==> src/rtl/nal_sc_pkg.sv <==
package nal_sc_pkg;

  localparam int unsigned HoldDepth  = 4;
  localparam int unsigned HoldIdxW   = 2;
  localparam int unsigned HoldCntW   = 3;
  localparam int unsigned QueueDepth = 8;
  localparam int unsigned QueuePtrW  = 3;
  localparam int unsigned QueueCntW  = 4;

  typedef logic [7:0] byte_t;

  localparam byte_t ByteZero = 8'h00;
  localparam byte_t ByteOne  = 8'h01;
  localparam byte_t ByteEpb  = 8'h03;

  typedef enum logic [1:0] {
    ZR_NONE,
    ZR_ONE,
    ZR_MANY
  } zero_run_e;

  typedef enum logic {
    KIND_BYTE,
    KIND_EOS
  } kind_e;

  typedef struct packed {
    byte_t data;
    logic  last;
  } result_t;

endpackage

==> src/rtl/nal_start_code_splitter_core.sv <==
// Start code splitter: takes an elementary video byte stream one word per cycle and
// returns the units found between 00 00 01 start codes, each unit's final byte marked
// with tlast. Bytes before the first start code are discarded. The zero bytes of the
// closing start code are trimmed, plus one more trailing zero unless it follows 0x03.
// A word with tuser set flushes the held tail of the current unit untrimmed and
// returns the block to its idle state; with nothing held it changes nothing. Results
// are registered into an eight-entry output queue, from which they leave in order.
// The input takes one word per cycle while at most four results are queued; a flush
// or a start code queues up to four or two results at once, so the input can stall
// after one of them until the output has drained the queue back to four results.
module nal_start_code_splitter_core (
  input  logic       clk_i,
  input  logic       rst_ni,
  input  logic       s_axis_tvalid_i,
  output logic       s_axis_tready_o,
  input  logic [7:0] s_axis_tdata_i,   // [7:0] data_byte
  input  logic       s_axis_tuser_i,   // [0] kind
  output logic       m_axis_tvalid_o,
  input  logic       m_axis_tready_i,
  output logic [7:0] m_axis_tdata_o,   // [7:0] unit_byte
  output logic       m_axis_tlast_o    // unit_last
);

  nal_sc_pkg::zero_run_e zero_run_q, zero_run_d;
  logic                  capturing_q, capturing_d;
  nal_sc_pkg::byte_t     hold_q [nal_sc_pkg::HoldDepth];
  nal_sc_pkg::byte_t     hold_d [nal_sc_pkg::HoldDepth];
  logic [nal_sc_pkg::HoldCntW-1:0] hold_cnt_q, hold_cnt_d;

  nal_sc_pkg::result_t             batch [nal_sc_pkg::HoldDepth];
  logic [nal_sc_pkg::HoldCntW-1:0] batch_n;
  logic [nal_sc_pkg::HoldCntW-1:0] keep;

  nal_sc_pkg::result_t              queue_q [nal_sc_pkg::QueueDepth];
  logic [nal_sc_pkg::QueuePtrW-1:0] wr_q, rd_q;
  logic [nal_sc_pkg::QueueCntW-1:0] cnt_q;

  logic in_accept;
  logic pop;
  nal_sc_pkg::byte_t in_byte;

  assign in_byte         = s_axis_tdata_i;
  assign s_axis_tready_o = cnt_q <= nal_sc_pkg::QueueCntW'(nal_sc_pkg::QueueDepth
                                                            - nal_sc_pkg::HoldDepth);
  assign in_accept       = s_axis_tvalid_i && s_axis_tready_o;
  assign m_axis_tvalid_o = cnt_q != '0;
  assign pop             = m_axis_tvalid_o && m_axis_tready_i;
  assign m_axis_tdata_o  = queue_q[rd_q].data;
  assign m_axis_tlast_o  = queue_q[rd_q].last;

  always_comb begin
    zero_run_d  = zero_run_q;
    capturing_d = capturing_q;
    hold_d      = hold_q;
    hold_cnt_d  = hold_cnt_q;
    batch_n     = '0;
    keep        = '0;
    for (int k = 0; k < nal_sc_pkg::HoldDepth; k++) begin
      batch[k].data = hold_q[k];
      batch[k].last = 1'b0;
    end

    if (in_accept) begin
      if (nal_sc_pkg::kind_e'(s_axis_tuser_i) == nal_sc_pkg::KIND_EOS) begin
        // flush whatever is held, untrimmed, and return to idle if anything was held
        if (hold_cnt_q != '0) begin
          batch_n = hold_cnt_q;
          for (int k = 0; k < nal_sc_pkg::HoldDepth; k++) begin
            batch[k].last = nal_sc_pkg::HoldCntW'(k + 1) == hold_cnt_q;
          end
          zero_run_d  = nal_sc_pkg::ZR_NONE;
          capturing_d = 1'b0;
          hold_cnt_d  = '0;
        end
      end else if (in_byte == nal_sc_pkg::ByteOne && zero_run_q == nal_sc_pkg::ZR_MANY) begin
        zero_run_d = nal_sc_pkg::ZR_NONE;
        if (!capturing_q) begin
          capturing_d = 1'b1;
        end else begin
          // drop the two start code zeros, and with four bytes held a third one unless it is escaped
          keep = (hold_cnt_q >= nal_sc_pkg::HoldCntW'(2)) ?
                 hold_cnt_q - nal_sc_pkg::HoldCntW'(2) : '0;
          if (keep == nal_sc_pkg::HoldCntW'(2) && hold_q[1] == nal_sc_pkg::ByteZero &&
              hold_q[0] != nal_sc_pkg::ByteEpb) begin
            keep = nal_sc_pkg::HoldCntW'(1);
          end
          batch_n = keep;
          for (int k = 0; k < nal_sc_pkg::HoldDepth; k++) begin
            batch[k].last = nal_sc_pkg::HoldCntW'(k + 1) == keep;
          end
          hold_cnt_d = '0;
        end
      end else begin
        if (in_byte == nal_sc_pkg::ByteZero) begin
          zero_run_d = (zero_run_q == nal_sc_pkg::ZR_NONE) ? nal_sc_pkg::ZR_ONE
                                                            : nal_sc_pkg::ZR_MANY;
        end else begin
          zero_run_d = nal_sc_pkg::ZR_NONE;
        end
        if (capturing_q) begin
          if (hold_cnt_q >= nal_sc_pkg::HoldCntW'(nal_sc_pkg::HoldDepth)) begin
            // window full: release the oldest byte and shift
            batch_n = nal_sc_pkg::HoldCntW'(1);
            for (int k = 0; k < nal_sc_pkg::HoldDepth - 1; k++) begin
              hold_d[k] = hold_q[k + 1];
            end
            hold_d[nal_sc_pkg::HoldDepth - 1] = in_byte;
          end else begin
            hold_d[hold_cnt_q[nal_sc_pkg::HoldIdxW-1:0]] = in_byte;
            hold_cnt_d = hold_cnt_q + nal_sc_pkg::HoldCntW'(1);
          end
        end
      end
    end
  end

  always_ff @(posedge clk_i or negedge rst_ni) begin
    if (!rst_ni) begin
      zero_run_q  <= nal_sc_pkg::ZR_NONE;
      capturing_q <= 1'b0;
      hold_cnt_q  <= '0;
      wr_q        <= '0;
      rd_q        <= '0;
      cnt_q       <= '0;
    end else begin
      zero_run_q  <= zero_run_d;
      capturing_q <= capturing_d;
      hold_cnt_q  <= hold_cnt_d;
      wr_q        <= wr_q + nal_sc_pkg::QueuePtrW'(batch_n);
      rd_q        <= rd_q + nal_sc_pkg::QueuePtrW'(pop);
      cnt_q       <= cnt_q + nal_sc_pkg::QueueCntW'(batch_n) - nal_sc_pkg::QueueCntW'(pop);
    end
  end

  always_ff @(posedge clk_i) begin
    hold_q <= hold_d;
    for (int k = 0; k < nal_sc_pkg::HoldDepth; k++) begin
      if (nal_sc_pkg::HoldCntW'(k) < batch_n) begin
        queue_q[wr_q + nal_sc_pkg::QueuePtrW'(k)] <= batch[k];
      end
    end
  end

endmodule

==> config.mk <==
export PLATFORM = sky130hd
export DESIGN_NAME = nal_start_code_splitter_core
export DESIGN_NICKNAME = d
export VERILOG_FILES = /design/src/rtl/nal_sc_pkg.sv /design/src/rtl/nal_start_code_splitter_core.sv
export SDC_FILE = /design/constraint.sdc
export NUM_CORES = 1
export LEC_CHECK = 0
export BUFFER_PORTS_ARGS = -buffer_cell sky130_fd_sc_hd__buf_4
export CELL_PAD_IN_SITES_DETAIL_PLACEMENT = 0
export CELL_PAD_IN_SITES_GLOBAL_PLACEMENT = 2
export CORE_ASPECT_RATIO = 0.9
export CORE_UTILIZATION = 47
export CTS_CLUSTER_DIAMETER = 100
export DETAILED_ROUTE_END_ITERATION = 10
export PLACE_DENSITY = 0.86
export SLEW_MARGIN = 20
export SYNTH_ARGS = -nofsm -noshare
export SYNTH_HDL_FRONTEND = slang
export SYNTH_SLANG_ARGS = --single-unit
==> constraint.sdc <==
create_clock -name clk_i -period 6.3 [get_ports clk_i]
set_input_delay 0.63 -clock clk_i [delete_from_list [all_inputs] [get_ports clk_i]]
set_output_delay 0.63 -clock clk_i [all_outputs]
set_load 0.01 [all_outputs]
==> results of run 1 <==
[how the worst min path moves through the flow]
stage / start / end / cells past startpoint
final: rst_ni / hold_cnt_q[0] / 1
after global routing: rst_ni / hold_cnt_q[0] / 1
after CTS: rst_ni / hold_cnt_q[1] / 1
after detailed placement: zero_run_q[1] / zero_run_q[0] / 1
after global placement: zero_run_q[1] / zero_run_q[0] / 1
after floorplan: rst_ni / capturing_q / 0
[cell usage in the layout, fill, tap and decap left out, types with 3 or more instances in the layout]
cell type,Yosys,layout
inv_1,19,19
a21boi_4,5,5
clkinvlp_4,0,6
a21oi_1,14,14
ha_1,18,18
clkbuf_16,0,17
buf_4,5,28
mux2_2,9,9
xnor2_1,4,4
nor3_1,7,5
a221oi_1,36,36
o21ai_0,13,13
o22ai_1,3,3
a21oi_4,3,3
o211ai_1,3,3
a21oi_2,3,3
or3_1,4,4
dfrtp_1,16,15
nand2_1,48,48
clkinv_2,0,3
and2_1,10,10
a221oi_2,27,27
nor2_1,113,113
a22o_1,16,16
mux2i_1,70,70
edfxtp_1,104,104
nor4_1,5,4
a211oi_1,11,11
xor2_1,5,5
mux4_2,18,18
nor2b_1,22,22
nand3_1,8,8
nand2b_1,6,6
[routing by layer]
metal,wire (um),vias up,share of wire (%)
met5,0,-,0
met4,1407,0,5.3
met3,2391,79,9.0
met2,11560,375,44
met1,11190,3069,42
li1,-,2738,-
[cell type report]
class / count / area share, %
multi-input combinational: 522 / 47.90
sequential: 120 / 39.81
clock buffer: 18 / 4.847
tap: 211 / 2.981
timing repair buffer: 28 / 2.374
clock inverter: 13 / 1.201
inverter: 21 / 0.8902
[logic make-up (layout without fill, tap and decap cells)]
group | after synthesis | in the layout | synth area share, %
AND/OR/NAND/NOR | 236 | 236 | 13.48
buffers and inverters | 76 | 80 | 4.014
flip-flops | 120 | 120 | 43.65
multiplexers | 97 | 97 | 14.96
XOR/XNOR | 9 | 9 | 0.9764
AO/OA/AOI/OAI | 160 | 160 | 19.64
adder cells (fa/ha/maj) | 20 | 20 | 3.286
[sequential cells by signal (all words and copies together) (netlist names)]
register	cells
rd_q	3
queue_q	72
hold_cnt_q	3
capturing_q	1
cnt_q	4
zero_run_q	2
batch	32
wr_q	3
[where the power goes]
part           switching, W  internal, W  total [W]
combinational      0.000461     0.000403   0.000864
clock              0.000368     0.000534   0.000901
sequential         0.000111     0.000961    0.00107
total              0.000939      0.00190    0.00284
[metrics by stage]
stage	cell area [um2]	cells	setup slack (ps)
floorplan	8073	718	3191
global placement	8310	901	2101
detailed placement	8318	902	2083
CTS	8853	933	2295
global route	8855	933	2015
finish	8855	933	2241
[worst max-delay path, cell delays in order, from the launching register on]
cell and delay, ps:
dfrtp_1 540, inv_1 220, ha_1 380, nand2b_1 100, o21ai_0 280, a2111oi_4 550, nor2_2 170, nor3_2 890
mux2i_1 170, a221oi_1 470
==> flow_summary.ini, run 1 <==
[setup_path]
worst_ep_required_time_ps = 6460
worstSetupPathType = reg -> reg
ff2ff_setup_slack_ps = 2240
startpoint_type = flop
crit_start = hold_cnt_q[1]
timing.rr.end = queue_q[6][3]
crit_fanout = 10
reg2reg_depth = 9
endpoint = queue_q[6][3]
critPathCaptureType = flop
r2r_start = hold_cnt_q[1]
arrival_ps = 4220

[yosys]
synth_warnings = 0
synthesis.area_um2 = 8073
syn-num-nets = 751
synth.most_common_cell = nor2_1
synth.distinct_cells = 69
synth_top_cell_area_share_pct = 38.69
synth.largest_area_cell = edfxtp_1
yosys-top-cells-count = nor2_1 (113), edfxtp_1 (104), mux2i_1 (70), nand2_1 (48), a221oi_1 (36)
synthFlopType = edfxtp_1
ys_seq_area_share_pct = 43.65
synth_edf_count = 104
synth_cells = 718
synth-seq-cells = 120
synth.avg_cell_area_um2 = 11.24
ys_async_sr_fraction_pct = 13.33
synth.top_cells.by_area = edfxtp_1 (39%), mux2i_1 (8.7%), nor2_1 (5.3%)

[outcome]
status = completed

[clocking]
cts_setup_buffers = 0
cts.sinks = 120
root_buffer = clkbuf_16
cts_made_buffers = 17
cts_tree = yes
ctsResizeCount = 0
htree_levels = 4
cts_buffer_depth = 2
clk_pin_slew_worst_paths_ps = 60
clkLatencyLatePin_ps = 430
holdBufCountCts = 0

[timing]
finClkSkew_ps = 11.81
finalCriticalPeriod_ps = 4059
fin_tns_setup_ps = 0
whs_ps = 74.56
slew-limit-headroom_pct = 27.43
min_period_over_period_pct = 64.43
worst_pin_slew_ps = 1083
drv_slew = 0
rsz0062_at_grt = no
fmaxAchievable_mhz = 246.4
setup_viol = 0
hold_viol_final = 0

[die]
coreArea_um2 = 16830
start_util_pct = 47.95
io_pins = 24
row_count = 45
die_x_um = 140.1
die_y_um = 126.3
die_area_um2 = 17700

[grt]
met2_usage_pct = 46.26
use_met1_pct = 42.08
top_usage_layer = met2
grt_use_total_pct = 31.46
grt_pass1_vias = 6044
met3_usage_pct = 8.418
grt_overflow = 0
antenna_found_initial = 0
grt_max_degree = 50
grt_pass1_wl_mm = 39.72

[power]
total_power_w = 0.002837
power.leakage_nw = 3.129
power_density_nw_per_um2 = 320.3
vdd.ir_drop.worst_mv = 0.2699

[final_layout]
syn_to_final_growth_pct = 9.687
nNetsFinal = 743
regArea_um2 = 3525
antenna_cells = 0
layout-drive-gt1-share_pct = 19.67
final_util_pct = 52.60
multiInputGateArea_um2 = 4242
nFillCells = 1436

[detailed_routing]
drcViolationCount = 0
drt_first_pass_iters = 5
viasPerCell = 6.711
final_antenna_net_count = 0
drtIter0Drc = 572
vias = 6261
wl_mm = 26.56
wire_per_inst_um = 28.46

[job]
max_cap_violations = 0

[placed_design]
io_buffer_count = 23
hpwlAfterDp_mm = 19.38
routabilityCongestion = 0.9302

[min_path]
min_path_type = in -> async
No activity file was read; power rests on OpenSTA's default activity.
==> inputs of run 2 (changes only) <==
--- a/config.mk
+++ b/config.mk
@@ -9,10 +9,10 @@
 export CELL_PAD_IN_SITES_DETAIL_PLACEMENT = 0
 export CELL_PAD_IN_SITES_GLOBAL_PLACEMENT = 2
 export CORE_ASPECT_RATIO = 0.9
-export CORE_UTILIZATION = 47
+export CORE_UTILIZATION = 43
 export CTS_CLUSTER_DIAMETER = 100
 export DETAILED_ROUTE_END_ITERATION = 10
-export PLACE_DENSITY = 0.86
+export PLACE_DENSITY = 0.79
 export SLEW_MARGIN = 20
 export SYNTH_ARGS = -nofsm -noshare
 export SYNTH_HDL_FRONTEND = slang
==> constraint.sdc (replaced) <==
create_clock -name clk_i -period 4.1 [get_ports clk_i]
set_input_delay 0.41 -clock clk_i [delete_from_list [all_inputs] [get_ports clk_i]]
set_output_delay 0.41 -clock clk_i [all_outputs]
set_load 0.01 [all_outputs]
==> flow_summary.ini, run 2 (synthesized netlist as in run 1, its figures left out) <==
[outcome]
status = completed

[timing]
slew-limit-headroom_pct = 41.01
finClkSkew_ps = 18.80
hold_viol_final = 0
fmaxAchievable_mhz = 265.8
rsz0062_at_grt = no
setup_ws_ps = 337.2
finalCriticalPeriod_ps = 3763
drv_slew = 0
fin_tns_setup_ps = 0
min_period_over_period_pct = 91.78
worst_pin_slew_ps = 884.8
setup_viol = 0

[grt]
met3_usage_pct = 5.779
top_usage_layer = met1
use_met1_pct = 39.60
grt_use_total_pct = 26.32
grt_max_degree = 50
grt_pass1_wl_mm = 37.42
antenna_found_initial = 0
grt_pass1_vias = 5995
met2_usage_pct = 37.67
grt_overflow = 0

[power]
power_density_nw_per_um2 = 485.4
power.leakage_nw = 3.275
vdd.ir_drop.worst_mv = 0.2770

[final_layout]
antenna_cells = 0
final_cell_mix = nor2_1 (113), edfxtp_1 (104), mux2i_1 (70)
top_register = queue_q
layout_commonest_cell = nor2_1
layout-drive-gt1-share_pct = 22.16
nNetsFinal = 769
largest_reg_flops = 72
syn_to_final_growth_pct = 13.02

[clocking]
cts_made_buffers = 17
ctsResizeCount = 0
clk_pin_slew_worst_paths_ps = 60
holdBufCountCts = 1
root_buffer = clkbuf_16
cts_setup_buffers = 0
cts_buffer_depth = 2
clkLatencyLatePin_ps = 430
cts_tree = yes
htree_levels = 4
cts.sinks = 120

[min_path]
min_path_type = in -> reg

[job]
max_cap_violations = 0

[setup_path]
worst_ep_required_time_ps = 4160
arrival_ps = 3830
worstSetupPathType = reg -> reg
startpoint_type = flop
crit_fanout = 10
critPathCaptureType = flop

[die]
die_y_um = 132.0
start_util_pct = 43.86
coreArea_um2 = 18410
die_x_um = 146.4
die_area_um2 = 19330
row_count = 47
io_pins = 24

[detailed_routing]
drcViolationCount = 0
wire_per_inst_um = 24.50
viasPerCell = 6.206
vias = 6169
wl_mm = 24.35
drtIter0Drc = 611
final_antenna_net_count = 0
drt_first_pass_iters = 5

[placed_design]
detailedPlace.worstSlack_ps = 398.0
hpwlAfterDp_mm = 18.24
io_buffer_count = 23
routabilityCongestion = 0.9397
[run 2: cell types whose count changed in the layout (fill, tap and decap cells not counted), sizes merged]
cell,delta
inv,+2
clkinvlp,-2
bufinv,-1
clkbuf,+6
clkinv,-4
dlygate4sd3,+1
buf,+25
[run 2: final timing paths]
check	cells past startpoint	slack, ps	endpoint	from
worst max-delay path	10	340	queue_q[0][8]	hold_cnt_q[1]
worst min-delay path	2	260	hold_cnt_q[2]	s_axis_tuser_i
worst max register to register	10	340	queue_q[0][8]	hold_cnt_q[1]
worst min register to register	1	520	zero_run_q[0]	zero_run_q[1]
max in group asynchronous	2	3490	cnt_q[2]	rst_ni
min in group asynchronous	2	400	hold_cnt_q[0]	rst_ni
[run 2: layout make-up]
| type | count | area (um2) |
|---|---|---|
| well taps | 245 | 306.5 |
| clock inverters | 8 | 61.31 |
| repair buffers | 54 | 407.9 |
| flip-flops and latches | 120 | 3523 |
| fillers | 1619 | 9283 |
| clock buffers | 24 | 504.2 |
| inverters | 21 | 78.83 |
| multi-input cells | 522 | 4242 |
[run 2: where the power goes]
group          total (W)  switching, W  internal, W  leakage (nW)
clock network    0.00144      0.000572     0.000865         0.264
registers        0.00160      0.000120      0.00148          1.14
logic            0.00140      0.000746     0.000650          1.87
[run 2: stage by stage]
stage               utilization [%]  area, um2  cells  total power, W  hold WS (ps)
finish                        49.57       9124    994        0.004429         263.5
global route                  49.57       9124    994        0.004649         274.3
CTS                           49.57       9124    994        0.004444         255.3
detailed placement            46.44       8548    961        0.003018         301.9
global placement              46.44       8548    961        0.002993         298.0
floorplan                         -       8073    718        0.002586         114.4
[run 2: per-layer routing]
metal | wire, um | part of all wire (%)
met1 | 11580 | 48
met2 | 10400 | 43
met3 | 1906 | 7.8
met4 | 461 | 1.9
met5 | 0 | 0
[run 2: worst max-delay path, stage by stage (launching register included)]
cell and delay, ps:
dfrtp_1 470, inv_1 210, ha_1 260, inv_1 120, o21ai_0 600, a2111oi_4 160
o21ai_2 340, o21ai_4 190, buf_4 230, a21boi_4 410, nand2_1 410
==> inputs of run 3 (changes only) <==
--- a/config.mk
+++ b/config.mk
@@ -5,14 +5,15 @@
 export SDC_FILE = /design/constraint.sdc
 export NUM_CORES = 1
 export LEC_CHECK = 0
+export ABC_AREA = 1
 export BUFFER_PORTS_ARGS = -buffer_cell sky130_fd_sc_hd__buf_4
 export CELL_PAD_IN_SITES_DETAIL_PLACEMENT = 0
 export CELL_PAD_IN_SITES_GLOBAL_PLACEMENT = 2
 export CORE_ASPECT_RATIO = 0.9
-export CORE_UTILIZATION = 43
+export CORE_UTILIZATION = 38
 export CTS_CLUSTER_DIAMETER = 100
 export DETAILED_ROUTE_END_ITERATION = 10
-export PLACE_DENSITY = 0.79
+export PLACE_DENSITY = 0.8
 export SLEW_MARGIN = 20
 export SYNTH_ARGS = -nofsm -noshare
 export SYNTH_HDL_FRONTEND = slang
==> constraint.sdc (replaced) <==
create_clock -name clk_i -period 4.1 [get_ports clk_i]
set_input_delay 0.82 -clock clk_i [delete_from_list [all_inputs] [get_ports clk_i]]
set_output_delay 0.82 -clock clk_i [all_outputs]
set_load 0.01 [all_outputs]
==> flow_summary.ini, run 3 <==
[outcome]
status = completed

[final_layout]
final_area_um2 = 9562
final_cell_mix = nand3_1 (288), nand2_1 (277), edfxtp_1 (104)
nNetsFinal = 1169
layout_commonest_cell = nand3_1
nFillCells = 2267
final_util_pct = 43.56
largest_reg_flops = 72
syn_to_final_growth_pct = 11.09
top_register = queue_q
layout-drive-gt1-share_pct = 13.49
antenna_cells = 0
fin_cells = 1440

[timing]
hold_viol_final = 0
setup_viol = 0
whs_ps = 245.2
fin_tns_setup_ps = 0
min_period_over_period_pct = 85.74
slew-limit-headroom_pct = 40.56
finClkSkew_ps = 11.95
rsz0062_at_grt = no
worst_pin_slew_ps = 891.6
fmaxAchievable_mhz = 284.5
drv_slew = 0
finalCriticalPeriod_ps = 3515

[setup_path]
worstSetupPathType = reg -> reg
path_delay_family = simple AND/OR/NAND/NOR gates
critPathCaptureType = flop
cpPeakStageDelay_ps = 590
startpoint_type = flop
cp_common_cell = inv_2
arrival_ps = 3530
crit_fanout = 9
worst-path-buf-inv = 3
crit_slowest_cell = nand4_1
crit_chain = inv_2 -> ha_1 -> inv_2 -> nor2_1 -> inv_2 -> o21ai_2 -> nor2_2 -> nand2_2 -> nand4_1 -> nand2_1 -> nand4_1
worst_ep_required_time_ps = 4120

[detailed_routing]
vias = 8169
drtIter0Drc = 911
drt_first_pass_iters = 6
drcViolationCount = 0
wire_per_inst_um = 23.09
final_antenna_net_count = 0
viasPerCell = 5.673
wl_mm = 33.25

[die]
die_x_um = 160.6
io_pins = 24
row_count = 51
die_area_um2 = 23260
coreArea_um2 = 21950
start_util_pct = 39.21
die_y_um = 144.8

[clocking]
cts.sinks = 120
cts_setup_buffers = 0
holdBufCountCts = 0
htree_levels = 4
cts_tree = yes
clk_pin_slew_worst_paths_ps = 60
cts_buffer_depth = 2
ctsResizeCount = 0
cts_made_buffers = 17
root_buffer = clkbuf_16
clkLatencyLatePin_ps = 440

[yosys]
synthFlopType = edfxtp_1
synth_cells = 1134
syn-num-nets = 1167
synth.most_common_cell = nand3_1
ys_seq_area_share_pct = 40.94
yosys-top-cells-count = nand3_1 (288), nand2_1 (277), edfxtp_1 (104), nor2_1 (100), o21ai_0 (60)
ys_async_sr_fraction_pct = 13.33
synthesis.area_um2 = 8607
synth.top_cells.by_area = edfxtp_1 (36%), nand3_1 (17%), nand2_1 (12%)
synth_top_cell_area_share_pct = 36.28
synth.largest_area_cell = edfxtp_1
synth-seq-cells = 120
synth_warnings = 0
synth_edf_count = 104
synth.distinct_cells = 43
synth.avg_cell_area_um2 = 7.590

[placed_design]
dp_cells = 1408
hpwlAfterDp_mm = 22.69
routabilityCongestion = 0.8423
io_buffer_count = 23
postPlaceCellArea_um2 = 8974

[power]
vdd.ir_drop.worst_mv = 0.2810
power_density_nw_per_um2 = 610.3
power.leakage_nw = 3.909

[grt]
grt_pass1_wl_mm = 49.04
antenna_found_initial = 0
grt_overflow = 0
grt_use_total_pct = 29.74
grt_pass1_vias = 7405
grt_max_degree = 89

[job]
max_cap_violations = 0

[min_path]
min_path_type = in -> async
==> run 3: cell count changes after synthesis, sizes merged, moves of 14 or more <==
| cell | delta |
|---|---|
| nand3 | +289 |
| nand2 | +251 |
| mux2i | -70 |
| a221oi | -62 |
| o21ai | +46 |
| inv | +40 |
| buf | +23 |
| nor2b | -22 |
| mux4 | -18 |
| a22o | -16 |
| o22ai | +14 |
==> run 3: metal layers <==
layer | wire (um) | GRT usage, %
met1 | 15020 | 40.90
met5 | 0 | 0
met4 | 761 | 10.43
met3 | 2400 | 6.298
met2 | 15070 | 46.27
==> run 3: final timing paths <==
path / from / to / slack [ps] / depth (start not counted)
max: hold_cnt_q[0] / queue_q[3][2] / 580 / 11
min: rst_ni / zero_run_q[0] / 250 / 1
max reg2reg: hold_cnt_q[0] / queue_q[3][2] / 580 / 11
min reg2reg: zero_run_q[0] / zero_run_q[0] / 520 / 1
max in group asynchronous: rst_ni / rd_q[2] / 3650 / 1
min in group clk_i: zero_run_q[0] / zero_run_q[0] / 520 / 1
==> run 3: kinds of logic after synthesis <==
kind of cell    Yosys count  synth area share (%)
simple gates            736                 39.99
buf+inv                 139                 7.545
flops                   120                 40.94
compound gates          111                 7.632
fa+ha+maj                20                 3.082
xor+xnor                  8                0.8141
==> run 3: layout make-up <==
class                   instances  area [um2]  share of cell area, %
multi-input cells             875        4434                  46.38
well taps                     291       364.1                  3.808
clock inverters                12       151.4                  1.583
inverters                      71       269.0                  2.813
repair buffers                 51       382.9                  4.004
flip-flops and latches        120        3523                  36.85
clock buffers                  20       436.7                  4.567
==> run 3: per-stage QoR <==
step                      power, W  setup slack, ps
after floorplan           0.003375             1307
after global placement    0.004295            665.9
after detailed placement  0.004296            583.7
after CTS                 0.005824            650.7
after global routing      0.006176            446.3
final                     0.005835            584.8
==> run 3: report_power, final <==
| group | switching, W | internal [W] | total [W] |
|---|---|---|---|
| combinational | 0.00181 | 0.000788 | 0.00260 |
| clock | 0.000588 | 0.000952 | 0.00154 |
| sequential | 0.000144 | 0.00155 | 0.00170 |
| total | 0.00254 | 0.00330 | 0.00584 |
